`config.mk`:
```
export PLATFORM = sky130hd
export DESIGN_NAME = encoder_speed_pid_drive
export DESIGN_NICKNAME = d
export VERILOG_FILES = /design/src/rtl/espd_pkg.sv /design/src/rtl/encoder_speed_pid_drive.sv
export VERILOG_INCLUDE_DIRS = /design/src /design/src/rtl
export SDC_FILE = /design/constraint.sdc
export NUM_CORES = 2
export LEC_CHECK = 0
export ABC_AREA = 1
export ABC_CLOCK_PERIOD_IN_PS = 9500
export BUFFER_PORTS_ARGS = -buffer_cell sky130_fd_sc_hd__buf_2
export CORE_MARGIN = 1
export CORE_UTILIZATION = 55
export DETAILED_ROUTE_END_ITERATION = 10
export PLACE_DENSITY = 0.78
export SLEW_MARGIN = 20
export SYNTH_ARGS = -nofsm -noshare
export SYNTH_HDL_FRONTEND = slang
export SYNTH_SLANG_ARGS = --single-unit
```
`constraint.sdc`:
```
create_clock -name clock -period 9.5 [get_ports clock]
set_clock_uncertainty 0.1 [all_clocks]
set_input_delay 0.95 -clock clock [delete_from_list [all_inputs] [get_ports clock]]
set_output_delay 0.95 -clock clock [all_outputs]
set_load 0.02 [all_outputs]
```
`src/rtl/encoder_speed_pid_drive_defines.svh`:
```
// Assertion macros for the speed controller.
`ifndef ENCODER_SPEED_PID_DRIVE_DEFINES_SVH
`define ENCODER_SPEED_PID_DRIVE_DEFINES_SVH
`ifndef SYNTHESIS
`define ESPD_ASSERT(label, clk, rst, prop, msg) \
   label: assert property (@(posedge clk) disable iff (rst) prop) else $error(msg);
`define ESPD_ASSERT_RST(label, clk, prop, msg) \
   label: assert property (@(posedge clk) prop) else $error(msg);
`else
`define ESPD_ASSERT(label, clk, rst, prop, msg)
`define ESPD_ASSERT_RST(label, clk, prop, msg)
`endif
`endif

```
`src/rtl/espd_pkg.sv`:
```
`timescale 1ns / 1ps
package espd_pkg;

   typedef struct packed {
      logic [15:0] encoder_count;
      logic [17:0] reference_speed;
   } req_type;

   typedef struct packed {
      logic [9:0]  drive_value;
      logic [17:0] measured_speed;
   } rsp_type;

   localparam int CSR_ADDR_BITS = 5;
   localparam int CSR_IDX_BITS  = 3;

   localparam logic [CSR_IDX_BITS-1:0] REG_SPEED_SCALE = 3'd0;
   localparam logic [CSR_IDX_BITS-1:0] REG_SPEED_LIMIT = 3'd1;
   localparam logic [CSR_IDX_BITS-1:0] REG_KP_GAIN     = 3'd2;
   localparam logic [CSR_IDX_BITS-1:0] REG_KI_DT_GAIN  = 3'd3;
   localparam logic [CSR_IDX_BITS-1:0] REG_KD_DT_GAIN  = 3'd4;
   localparam logic [CSR_IDX_BITS-1:0] REG_DRIVE_MAX   = 3'd5;
   localparam logic [CSR_IDX_BITS-1:0] REG_DRIVE_MIN   = 3'd6;

   localparam logic [15:0] SPEED_SCALE_RST = 16'd978;
   localparam logic [17:0] SPEED_LIMIT_RST = 18'd87040;
   localparam logic [9:0]  DRIVE_MAX_RST   = 10'd90;
   localparam logic [9:0]  DRIVE_MIN_RST   = 10'd0;

   localparam int ACC_BITS  = 58;
   localparam int PROD_BITS = 38;
   localparam int MUL_SPLIT = 20;
   localparam int Q_SHIFT   = 16;

   localparam logic [39:0] SUM_MAX = {1'b0, {39{1'b1}}};
   localparam logic [39:0] SUM_MIN = {1'b1, {39{1'b0}}};

   localparam int STEP_BITS = 4;

   localparam logic [2:0] OP_NONE   = 3'd0;
   localparam logic [2:0] OP_CHANGE = 3'd1;
   localparam logic [2:0] OP_SPEED  = 3'd2;
   localparam logic [2:0] OP_ERR    = 3'd3;
   localparam logic [2:0] OP_DIFF   = 3'd4;
   localparam logic [2:0] OP_DRIVE  = 3'd5;

   localparam logic [2:0] MUL_NONE   = 3'd0;
   localparam logic [2:0] MUL_SPD_LO = 3'd1;
   localparam logic [2:0] MUL_SPD_HI = 3'd2;
   localparam logic [2:0] MUL_KP     = 3'd3;
   localparam logic [2:0] MUL_KD     = 3'd4;
   localparam logic [2:0] MUL_KI_LO  = 3'd5;
   localparam logic [2:0] MUL_KI_HI  = 3'd6;

   localparam logic [1:0] JMP_NEXT        = 2'd0;
   localparam logic [1:0] JMP_CHG_HI_ZERO = 2'd1;
   localparam logic [1:0] JMP_KI_ZERO     = 2'd2;
   localparam logic [1:0] JMP_END         = 2'd3;

   typedef struct packed {
      logic [2:0]           op;
      logic [2:0]           mul;
      logic                 acc_clr;
      logic [1:0]           jmp;
      logic [STEP_BITS-1:0] target;
   } ctrl_word_type;

   localparam logic [STEP_BITS-1:0] UCODE_LAST = 4'd11;

   function automatic ctrl_word_type ucode(input logic [STEP_BITS-1:0] pc);
      ctrl_word_type cw;
      cw = '{op: OP_NONE, mul: MUL_NONE, acc_clr: 1'b0, jmp: JMP_NEXT, target: '0};
      case (pc)
         4'd0: begin
            cw.op      = OP_CHANGE;
            cw.acc_clr = 1'b1;
         end
         4'd1: begin
            cw.mul    = MUL_SPD_LO;
            cw.jmp    = JMP_CHG_HI_ZERO;
            cw.target = 4'd3;
         end
         4'd2: cw.mul = MUL_SPD_HI;
         4'd3: cw.op  = OP_NONE;
         4'd4: begin
            cw.op      = OP_SPEED;
            cw.acc_clr = 1'b1;
         end
         4'd5: cw.op = OP_ERR;
         4'd6: begin
            cw.op  = OP_DIFF;
            cw.mul = MUL_KP;
         end
         4'd7: begin
            cw.mul    = MUL_KD;
            cw.jmp    = JMP_KI_ZERO;
            cw.target = 4'd10;
         end
         4'd8:  cw.mul = MUL_KI_LO;
         4'd9:  cw.mul = MUL_KI_HI;
         4'd10: cw.op  = OP_NONE;
         4'd11: begin
            cw.op  = OP_DRIVE;
            cw.jmp = JMP_END;
         end
         default: cw.jmp = JMP_END;
      endcase
      return cw;
   endfunction

endpackage

```
`src/rtl/encoder_speed_pid_drive.sv`:
```
`timescale 1ns / 1ps
// A request is accepted only while the sequencer is idle, so a new request waits until the
// last result is issued. The sequencer runs one step per cycle, holding at the drive step
// while an earlier result is untaken, through a single shared 17x21 multiplier, skipping
// the high count product when zero and the integral products when ki_dt_gain is zero.
// Reset: synchronous; clears controller state and sequencer, restores register defaults.
`include "encoder_speed_pid_drive_defines.svh"
module encoder_speed_pid_drive #(
   parameter int COUNT_BITS     = 16,
   parameter int WRAP_THRESHOLD = 30000
) (
   input  logic                             clock,
   input  logic                             reset,
   input  logic                             req_valid,
   output logic                             req_ready,
   input  espd_pkg::req_type                req_data,
   output logic                             rsp_valid,
   input  logic                             rsp_ready,
   output espd_pkg::rsp_type                rsp_data,
   input  logic                             csr_psel,
   input  logic                             csr_penable,
   input  logic                             csr_pwrite,
   input  logic [espd_pkg::CSR_ADDR_BITS-1:0] csr_paddr,
   input  logic [31:0]                      csr_pwdata,
   output logic [31:0]                      csr_prdata,
   output logic                             csr_pready
);
   import espd_pkg::*;

   localparam int PosBits = (COUNT_BITS < 16) ? COUNT_BITS : 16;

   logic [15:0] speed_scale_ff;
   logic [17:0] speed_limit_ff;
   logic [15:0] kp_ff;
   logic [15:0] ki_ff;
   logic [15:0] kd_ff;
   logic [9:0]  drive_max_ff;
   logic [9:0]  drive_min_ff;

   logic                    csr_wr;
   logic [CSR_IDX_BITS-1:0] csr_idx;

   logic                  busy_ff, busy_in;
   logic [STEP_BITS-1:0]  pc_ff, pc_in;
   ctrl_word_type         cw;
   logic                  step_en;
   logic                  step_hold;
   logic                  accept;

   logic [PosBits-1:0]    pos_ff;
   logic [17:0]           ref_ff;
   logic [PosBits-1:0]    last_count_ff;
   logic signed [18:0]    last_error_ff;
   logic signed [39:0]    error_sum_ff;

   logic [COUNT_BITS-1:0] change_ff, change_in;
   logic [PosBits-1:0]    delta;
   logic                  wrap;
   logic [31:0]           chg_wide;
   logic                  chg_hi_zero;

   logic [17:0]           speed_ff, speed_in;
   logic signed [ACC_BITS-1:0] limit_ext;
   logic signed [18:0]    err_ff, err_in;
   logic signed [19:0]    diff_ff, diff_in;
   logic signed [40:0]    sum_wide;
   logic signed [39:0]    sum_new_ff, sum_new_in;

   logic signed [16:0]    mul_a;
   logic signed [20:0]    mul_b;
   logic                  mul_sh;
   logic signed [PROD_BITS-1:0] prod_ff, prod_in;
   logic                  prod_vld_ff, prod_vld_in;
   logic                  prod_sh_ff;
   logic signed [ACC_BITS-1:0] prod_ext, prod_add;
   logic signed [ACC_BITS-1:0] acc_ff, acc_in;

   logic signed [ACC_BITS-1:0]        acc_bias;
   logic signed [ACC_BITS-Q_SHIFT-1:0] quot;
   logic signed [ACC_BITS-Q_SHIFT-1:0] max_ext, min_ext;
   logic [9:0]            drive_in;

   logic                  rsp_valid_ff;
   rsp_type               rsp_data_ff;

   // configuration port
   assign csr_pready = 1'b1;
   assign csr_idx    = csr_paddr[CSR_ADDR_BITS-1:2];
   assign csr_wr     = csr_psel && csr_penable && csr_pwrite && csr_pready;

   always_ff @(posedge clock) begin
      if (reset) begin
         speed_scale_ff <= SPEED_SCALE_RST;
         speed_limit_ff <= SPEED_LIMIT_RST;
         kp_ff          <= '0;
         ki_ff          <= '0;
         kd_ff          <= '0;
         drive_max_ff   <= DRIVE_MAX_RST;
         drive_min_ff   <= DRIVE_MIN_RST;
      end else if (csr_wr) begin
         unique case (csr_idx)
            REG_SPEED_SCALE: speed_scale_ff <= csr_pwdata[15:0];
            REG_SPEED_LIMIT: speed_limit_ff <= csr_pwdata[17:0];
            REG_KP_GAIN:     kp_ff          <= csr_pwdata[15:0];
            REG_KI_DT_GAIN:  ki_ff          <= csr_pwdata[15:0];
            REG_KD_DT_GAIN:  kd_ff          <= csr_pwdata[15:0];
            REG_DRIVE_MAX:   drive_max_ff   <= csr_pwdata[9:0];
            REG_DRIVE_MIN:   drive_min_ff   <= csr_pwdata[9:0];
            default: ;
         endcase
      end
   end

   always_comb begin
      unique case (csr_idx)
         REG_SPEED_SCALE: csr_prdata = 32'(speed_scale_ff);
         REG_SPEED_LIMIT: csr_prdata = 32'(speed_limit_ff);
         REG_KP_GAIN:     csr_prdata = 32'(kp_ff);
         REG_KI_DT_GAIN:  csr_prdata = 32'(ki_ff);
         REG_KD_DT_GAIN:  csr_prdata = 32'(kd_ff);
         REG_DRIVE_MAX:   csr_prdata = 32'(drive_max_ff);
         REG_DRIVE_MIN:   csr_prdata = 32'(drive_min_ff);
         default:         csr_prdata = '0;
      endcase
   end

   // sequencer
   assign cw        = ucode(pc_ff);
   assign req_ready = !busy_ff;
   assign accept    = req_valid && req_ready;
   assign step_hold = (cw.op == OP_DRIVE) && rsp_valid_ff && !rsp_ready;
   assign step_en   = busy_ff && !step_hold;

   always_comb begin
      busy_in = busy_ff;
      pc_in   = pc_ff;
      if (accept) begin
         busy_in = 1'b1;
         pc_in   = '0;
      end else if (step_en) begin
         case (cw.jmp)
            JMP_NEXT:        pc_in = pc_ff + 1'b1;
            JMP_CHG_HI_ZERO: pc_in = chg_hi_zero ? cw.target : pc_ff + 1'b1;
            JMP_KI_ZERO:     pc_in = (ki_ff == 16'd0) ? cw.target : pc_ff + 1'b1;
            JMP_END: begin
               busy_in = 1'b0;
               pc_in   = '0;
            end
            default: pc_in = '0;
         endcase
      end
   end

   // count change with wrap handling
   assign delta = (pos_ff >= last_count_ff) ? pos_ff - last_count_ff
                                            : last_count_ff - pos_ff;
   assign wrap  = 33'(delta) > 33'(WRAP_THRESHOLD);
   assign change_in = wrap ? ({COUNT_BITS{1'b1}} - COUNT_BITS'(delta)) : COUNT_BITS'(delta);
   assign chg_wide    = 32'(change_ff);
   assign chg_hi_zero = (chg_wide[31:MUL_SPLIT] == '0);

   // shared multiplier
   always_comb begin
      mul_a  = '0;
      mul_b  = '0;
      mul_sh = 1'b0;
      case (cw.mul)
         MUL_SPD_LO: begin
            mul_a = {1'b0, speed_scale_ff};
            mul_b = {1'b0, chg_wide[MUL_SPLIT-1:0]};
         end
         MUL_SPD_HI: begin
            mul_a  = {1'b0, speed_scale_ff};
            mul_b  = {9'b0, chg_wide[31:MUL_SPLIT]};
            mul_sh = 1'b1;
         end
         MUL_KP: begin
            mul_a = {kp_ff[15], kp_ff};
            mul_b = {{2{err_ff[18]}}, err_ff};
         end
         MUL_KD: begin
            mul_a = {kd_ff[15], kd_ff};
            mul_b = {diff_ff[19], diff_ff};
         end
         MUL_KI_LO: begin
            mul_a = {ki_ff[15], ki_ff};
            mul_b = {1'b0, sum_new_ff[MUL_SPLIT-1:0]};
         end
         MUL_KI_HI: begin
            mul_a  = {ki_ff[15], ki_ff};
            mul_b  = {sum_new_ff[39], sum_new_ff[39:MUL_SPLIT]};
            mul_sh = 1'b1;
         end
         default: ;
      endcase
   end

   assign prod_in     = mul_a * mul_b;
   assign prod_vld_in = step_en && (cw.mul != MUL_NONE);
   assign prod_ext    = ACC_BITS'(prod_ff);
   assign prod_add    = prod_sh_ff ? (prod_ext <<< MUL_SPLIT) : prod_ext;

   always_comb begin
      acc_in = acc_ff;
      if (step_en && cw.acc_clr) begin
         acc_in = '0;
      end else if (prod_vld_ff) begin
         acc_in = acc_ff + prod_add;
      end
   end

   // speed, error, sum
   assign limit_ext = ACC_BITS'(speed_limit_ff);
   assign speed_in  = (acc_ff > limit_ext) ? 18'd0 : acc_ff[17:0];
   assign err_in    = $signed({1'b0, ref_ff}) - $signed({1'b0, speed_ff});
   assign diff_in   = $signed({err_ff[18], err_ff}) - $signed({last_error_ff[18], last_error_ff});
   assign sum_wide  = $signed({error_sum_ff[39], error_sum_ff}) + 41'(err_ff);

   always_comb begin
      if (sum_wide[40] != sum_wide[39]) begin
         sum_new_in = sum_wide[40] ? SUM_MIN : SUM_MAX;
      end else begin
         sum_new_in = sum_wide[39:0];
      end
   end

   // truncate toward zero and clamp
   assign acc_bias = acc_ff + (acc_ff[ACC_BITS-1] ? ACC_BITS'((1 << Q_SHIFT) - 1)
                                                  : ACC_BITS'(0));
   assign quot     = acc_bias[ACC_BITS-1:Q_SHIFT];
   assign max_ext  = (ACC_BITS-Q_SHIFT)'(drive_max_ff);
   assign min_ext  = (ACC_BITS-Q_SHIFT)'(drive_min_ff);

   always_comb begin
      if (quot > max_ext) begin
         drive_in = drive_max_ff;
      end else if (quot < min_ext) begin
         drive_in = drive_min_ff;
      end else begin
         drive_in = quot[9:0];
      end
   end

   // control and state registers
   always_ff @(posedge clock) begin
      if (reset) begin
         busy_ff       <= 1'b0;
         pc_ff         <= '0;
         prod_vld_ff   <= 1'b0;
         rsp_valid_ff  <= 1'b0;
         last_count_ff <= '0;
         last_error_ff <= '0;
         error_sum_ff  <= '0;
      end else begin
         busy_ff     <= busy_in;
         pc_ff       <= pc_in;
         prod_vld_ff <= prod_vld_in;
         if (step_en && (cw.op == OP_DRIVE)) begin
            rsp_valid_ff  <= 1'b1;
            last_count_ff <= pos_ff;
            last_error_ff <= err_ff;
            error_sum_ff  <= sum_new_ff;
         end else if (rsp_ready) begin
            rsp_valid_ff <= 1'b0;
         end
      end
   end

   // datapath registers
   always_ff @(posedge clock) begin
      if (accept) begin
         pos_ff <= req_data.encoder_count[PosBits-1:0];
         ref_ff <= req_data.reference_speed;
      end
      prod_ff    <= prod_in;
      prod_sh_ff <= mul_sh;
      acc_ff     <= acc_in;
      if (step_en) begin
         case (cw.op)
            OP_CHANGE: change_ff <= change_in;
            OP_SPEED:  speed_ff  <= speed_in;
            OP_ERR:    err_ff    <= err_in;
            OP_DIFF: begin
               diff_ff    <= diff_in;
               sum_new_ff <= sum_new_in;
            end
            OP_DRIVE: begin
               rsp_data_ff.drive_value    <= drive_in;
               rsp_data_ff.measured_speed <= speed_ff;
            end
            default: ;
         endcase
      end
   end

   assign rsp_valid = rsp_valid_ff;
   assign rsp_data  = rsp_data_ff;

   `ESPD_ASSERT(a_pc_range, clock, reset, busy_ff |-> (pc_ff <= UCODE_LAST), "step out of range")
   `ESPD_ASSERT(a_start, clock, reset, accept |=> (busy_ff && (pc_ff == '0)), "no start")
   `ESPD_ASSERT(a_rsp_src, clock, reset, $rose(rsp_valid_ff) |-> ($past(pc_ff) == UCODE_LAST), "stray result")
   `ESPD_ASSERT(a_idle_prod, clock, reset, !busy_ff |-> !prod_vld_ff, "product while idle")
   `ESPD_ASSERT_RST(a_reset, clock, reset |=> (!busy_ff && !rsp_valid_ff), "reset not clean")

endmodule
```
## Word level (Yosys, flattened, before mapping)

Index checks and enable logic that the tools add are counted.

| storage, ports and cells | value |
|---|---|
| bits in writable memories | 0 |
| bits in latches | 0 |
| input bits | 78 |
| bits in read-only memories | 0 |
| memories kept | 0 |
| output and inout bits | 63 |
| register bits | 456 |

| operators by class | value |
|---|---|
| divide/modulo/power cells | 0 |
| $add $sub $neg | 9 |
| bitwise gates (word level) | 0 |
| shift-type cells | 0 |
| eq/ne operators | 32 |
| $mul | 1 |
| $lt $le $gt $ge | 5 |
| muxes and demuxes | 24 |
| reduce and logical (&&, ||, !) cells | 39 |

Operators with widths:

| operator | number |
|---|---|
| one-hot mux 18 bit (7 select lines) | 1 |
| one-hot mux 21 bit (5 select lines) | 1 |
| two-way mux 40 bit | 2 |
| one-hot mux 17 bit (4 select lines) | 1 |
| adder 58 x 17 -> 58 bit | 1 |
| adder 58 bit | 1 |
| greater-than comparator 58 x 19 -> 1 bit | 1 |
| two-way mux 57 bit | 1 |
| two-way mux 16 bit | 3 |
| greater-than comparator 42 x 11 -> 1 bit | 1 |
| less-than comparator 42 x 11 -> 1 bit | 1 |
| adder 40 x 19 -> 41 bit | 1 |
| multiplier 17 x 21 -> 38 bit | 1 |
| subtractor 16 bit | 2 |
| AND reduction 2 bit | 13 |
| == test 3 bit, second input constant | 8 |
| two-way mux 10 bit | 2 |
| subtractor 19 x 19 -> 20 bit | 1 |
| subtractor 18 x 18 -> 19 bit | 1 |
| == test 3 x 2 -> 1 bit, second input constant | 6 |
| one-hot mux 3 bit (6 select lines) | 1 |
| == test 4 x 3 -> 1 bit, second input constant | 4 |
| == test 4 bit, second input constant | 4 |
| greater-or-equal comparator 16 bit | 1 |
| 25 further kinds | 51 |

## Longest topological paths before layout

| depth | value |
|---|---|
| word-level depth | 9 |
| gate-level depth with buffers | 43 |

## Worst setup path after synthesis

No wires, ideal clock.

| path | value |
|---|---|
| path type | reg2reg |
| from | reg pc_ff[0] |
| to | reg prod_ff[33] |
| slack | 1.873 ns |
| required time | 9.288 ns |
| stages on the path, launching flop included | 37 |
| clock period less this slack | 7.627 ns |
| buffers on the path | 2 |
| arrival | 7.414 ns |
| cells stage by stage | dfxtp_1 inv_1 ha_1 o21ai_1 inv_1 nor2_4 inv_2 nor3_4 buf_4 a221oi_1 o21a_2 inv_2 buf_2 nand2_1 fa_1 inv_1 fa_1 fa_1 inv_1 fa_1 inv_1 fa_1 inv_1 fa_1 inv_1 ha_1 nand2_1 nor2_1 nand4_1 o211ai_1 a21oi_1 o21ai_0 a21boi_0 o21ai_0 nand2_1 nand3_1 nand2_1 |

| on the way | value |
|---|---|
| longest elaborated chain between the ends | 6 |

RTL lines:

| element | line | text |
|---|---|---|
| start: declaration | encoder_speed_pid_drive.sv:44 | `logic [STEP_BITS-1:0] pc_ff, pc_in;` |
| start signal: assignment | encoder_speed_pid_drive.sv:256 | `pc_ff <= pc_in;` |
| == test 4 bit, or another cell as far along | espd_pkg.sv:73 | `case (pc)` |
| one-hot mux 3 bit (6 select lines) (*) | espd_pkg.sv:73 |  |
| == test 3 bit, or another cell as far along | encoder_speed_pid_drive.sv:167 | `case (cw.mul)` |
| OR reduction 2 bit (no line) | - |  |
| one-hot mux 17 bit (4 select lines) | encoder_speed_pid_drive.sv:167 |  |
| multiplier 17 x 21 -> 38 bit (*) | encoder_speed_pid_drive.sv:198 | `assign prod_in = mul_a * mul_b;` |
| net prod_in[33] | encoder_speed_pid_drive.sv:72 | `logic signed [PROD_BITS-1:0] prod_ff, prod_in;` |
| end signal: assignment | encoder_speed_pid_drive.sv:275 | `prod_ff <= prod_in;` |
| end: declaration | encoder_speed_pid_drive.sv:72 |  |

Mark *: on every way through the listed nets, which the timed path passes. The rest lies on a longest branch.
A chain may end at the register's enable or synchronous reset.

## Worst setup path after layout

| path | value |
|---|---|
| from | reg pc_ff[0] |
| to | reg prod_ff[31] |

The elaborated chain is that of the path after synthesis.

==> key figures <==
Status
  – Status: finished, final reports clean

Critical path
  – Crit path DAT: ~9400 ps
  – Max incr delay on CP: 570 ps
  – Worst Path Buf+Inv: 8
  – RR Endpoint: prod_ff[31]
  – Crit end category: register
  – Max stage delay cell, worst path: fa_1
  – FF-to-FF Start: pc_ff[0]
  – Worst r2r path cells: 35
  – CP Launch Type: register
  – Register-to-register setup slack: around 560 ps
  – Critical path class: register to register
  – Largest delay share family, worst path: adder cells
  – Worst EP required: 9950 ps
  – Critical path peak fanout: 11
  – Most frequent CP cell: inv_1

Routing
  – Top Layer Used: met5
  – DRT met1 WL: 62000 um
  – Drt first pass iters: 8
  – Vias post-DR: 41000
  – Final antenna-violating net count: 0
  – # DRC: 0
  – Met2 WL post-DR: 61800 um
  – 1st-iter DRT viols: 4195
  – Total Wirelength: about 140000 um
  – Wire length on met3: 15000 um
  – Vias/cell: 5.70
  – Wire per inst: roughly 20 um

Timing
  – Min cycle time layout: 8940 ps
  – Worst rel slew slack: 28.6%
  – Max Fclk: between 0.1 and 0.15 GHz
  – Fin crit share: between 90% and 100%
  – Endpoints failing hold: 0
  – Worst-Margin Slew: 1070 ps
  – Final worst setup slack: 558 ps
  – RSZ-0062 raised after global routing: no
  – Endpoints failing setup: 0
  – Fin. max-slew vios: 0
  – TNS Setup: 0 ps

Min path
  – Min-Delay Endpoint: last_error_ff[10]
  – Hold depth: 2
  – Min-delay worst type: register to register
  – Hold wc startpoint: last_error_ff[10]

Clocking
  – CTS sink count: 456
  – Post-cts repair resize count: 0
  – Worst-Skew Late Latency: 650 ps
  – CTS clk-pin slew, worst paths: 60 ps
  – CTS buffer count: 51
  – CTS tree: done
  – Setup Buffers After CTS: 0
  – H-tree depth: 2
  – Maximum root-to-sink buffer count: 3
  – CTS Root Cell: clkbuf_16
  – Post-CTS Hold Buffers: 0

Pwr
  – LEAKAGE: about 24 nW
  – Worst VDD drop: 0.184 mV
  – Sequential share of power: 38.6%
  – Power Density: 126 nW/um^2
  – P_int: around 3.8 mW
  – P_sw: 2.21 mW
  – Switching Share: 36.6%
  – Clk pwr share: about a third
  – Combinational Power Share: 27.0%

Yosys
  – Mapped Avg Cell Area: 7.41 um^2
  – Mapped Cells: 6038
  – Async SR Flop Fraction: 0%
  – Number of synthesized flops with an enable pin: 175
  – Sequential share of the synthesized area: 24.3%
  – Largest cells by area after synthesis: fa_1 (16%), dfxtp_1 (13%), edfxtp_1 (12%)
  – Number of distinct library cells after synthesis: between 70 and 80
  – Yosys warnings: 0
  – Post-synth top area share: 16.2%
  – Flops & latches, synth: 456
  – Top_reg_cell synth: dfxtp_1
  – Leading area contributor after synthesis: fa_1
  – Syn Std Cell Area: 44700 um^2

Die
  – I/O Pins: around 140
  – Die Y: 287 um
  – Core ar.: 80500 um^2
  – Starting Density: 55.5%
  – Die area: 82500 um^2
  – # rows: between 100 and 150
  – Die Width: 287 um

Final layout
  – NumNets Final: 6850
  – Fill cell count: 7430
  – Fraction of layout instances using a drive strength above 1: just over 6%
  – Multi-input gate area: 28500 um^2
  – Storage cell area: around 11000 um^2
  – Area Overhead vs Synth: 7.32%

Flow run
  – Max-cap violations: 0

Place
  – Detailed-placement wirelength estimate: 116000 um
  – PortBufs: 109
  – Worst slack, placed: approximately 750 ps
  – RD Place Congestion: just over 1

Global routing
  – Global-route wire length before repair: 224000 um
  – Via count of the first global-routing pass: approximately 40000
  – Grt total ovfl: 0
  – GRT Overall Usage: 35.3%
  – Initial antenna violation count: 9
  – Largest net degree at the start of global routing: 103
-- power by group through the flow --
stage               combinational (mW)  clock (mW)  sequential, mW
floorplan                         1.10           0            2.25
global placement                  1.56           0            2.35
detailed placement                1.57           0            2.35
CTS                               1.59        2.10            2.31
global route                      1.79        2.18            2.33
finish                            1.63        2.08            2.33
-- registers in the layout (all words and copies together), names as in the netlist, 4 cells and up --
name            count
acc_ff             58
error_sum_ff       40
sum_new_ff         40
prod_ff            38
rsp_data           28
diff_ff            20
err_ff             19
last_error_ff      19
ref_ff             18
speed_ff           18
speed_limit_ff     18
change_ff          16
kd_ff              16
ki_ff              16
kp_ff              16
last_count_ff      16
pos_ff             16
speed_scale_ff     16
drive_max_ff       10
drive_min_ff       10
pc_ff               4
-- logic make-up (layout without fill, tap and decap cells) --
family,Yosys count,in the layout,share of synthesized area [%]
fa+ha+maj,676,676,25.0
flops,456,456,24.3
xor+xnor,167,167,3.27
compound gates,1156,1156,14.9
other cells,2,19,0.0168
simple gates,2195,2195,20.4
buf+inv,1386,1473,12.2
-- synthesized netlist by cell type (16+ instances only) --
master / count
nand3_1: 203
o21ai_0: 420
o21bai_1: 20
nand2_1: 1072
inv_2: 44
a21boi_0: 18
nand4_1: 33
inv_1: 1160
o211ai_1: 61
ha_1: 314
xnor2_1: 63
fa_1: 362
buf_4: 28
nor2_1: 722
a21oi_1: 413
nor3_1: 53
a22o_1: 20
xor2_1: 104
a21o_1: 20
buf_2: 48
nor4_1: 16
o22ai_1: 29
a221oi_1: 24
clkbuf_1: 87
dfxtp_1: 281
edfxtp_1: 175
a31oi_1: 39
o221ai_1: 17
-- worst min-delay path, delay by kind of cell, from the launching register on --
| kind | cells | cell delay [ps] |
|---|---|---|
| AO/OA/AOI/OAI | 1 | 60 |
| buffers and inverters | 1 | 60 |
| flip-flops | 1 | 300 |
-- metal layers --
metal	global-route usage [%]	vias up
met3	6.67	353
met4	13.1	6
met2	53.7	1984
li1	-	19300
met5	0	-
met1	49.8	19400
-- area by class of cell --
| class | instances | share of cell area, % |
|---|---|---|
| inverter | 1213 | 9.51 |
| tap | 1060 | 2.76 |
| antenna | 4 | 0.0208 |
| clock buffer | 63 | 2.79 |
| timing repair buffer | 165 | 2.01 |
| sequential | 456 | 22.7 |
| multi-input combinational | 4209 | 59.4 |
| clock inverter | 32 | 0.868 |
-- worst max path at each step --
stage,end,cells after the start,slack [ps],from
global placement,prod_ff[31],39,840,pc_ff[1]
global route,prod_ff[33],34,10,pc_ff[0]
finish,prod_ff[31],35,560,pc_ff[0]
detailed placement,prod_ff[31],34,750,pc_ff[0]
floorplan,prod_ff[33],36,1870,pc_ff[0]
CTS,prod_ff[31],35,660,pc_ff[0]
-- cell usage in the layout, fill, tap and decap left out, types with 12 or more instances in the layout --
cell	count
o211ai_1	61
nand3_1	203
a31oi_1	39
o21bai_1	20
edfxtp_1	175
ha_1	314
nor2_2	15
clkbuf_16	51
nand3b_1	12
fa_1	362
o21ai_0	420
nor3_1	52
a21boi_0	18
inv_1	1159
o221ai_1	17
xnor2_1	63
inv_2	45
o2111ai_1	12
nor4_1	16
buf_4	56
a221oi_1	23
a22o_1	20
nand4_1	33
xor2_1	104
o21a_1	13
nor2_1	720
nand2_2	15
o22ai_1	29
nand2_1	1072
a21o_1	20
dfxtp_1	280
conb_1	15
buf_2	109
a21oi_1	413
-- metrics by stage --
step                hold slack, ps  utilization [%]  area [um^2]  std cells  power, mW
floorplan                      326                -        44800       6051       3.35
global placement               347             57.4        46200       7103       3.91
detailed placement             336             57.4        46200       7103       3.93
CTS                            345             59.6        48000       7198       6.00
global route                   359             59.6        48000       7200       6.29
finish                         364             59.6        48000       7202       6.04
Note: power is estimated with default switching activity, not from simulation.
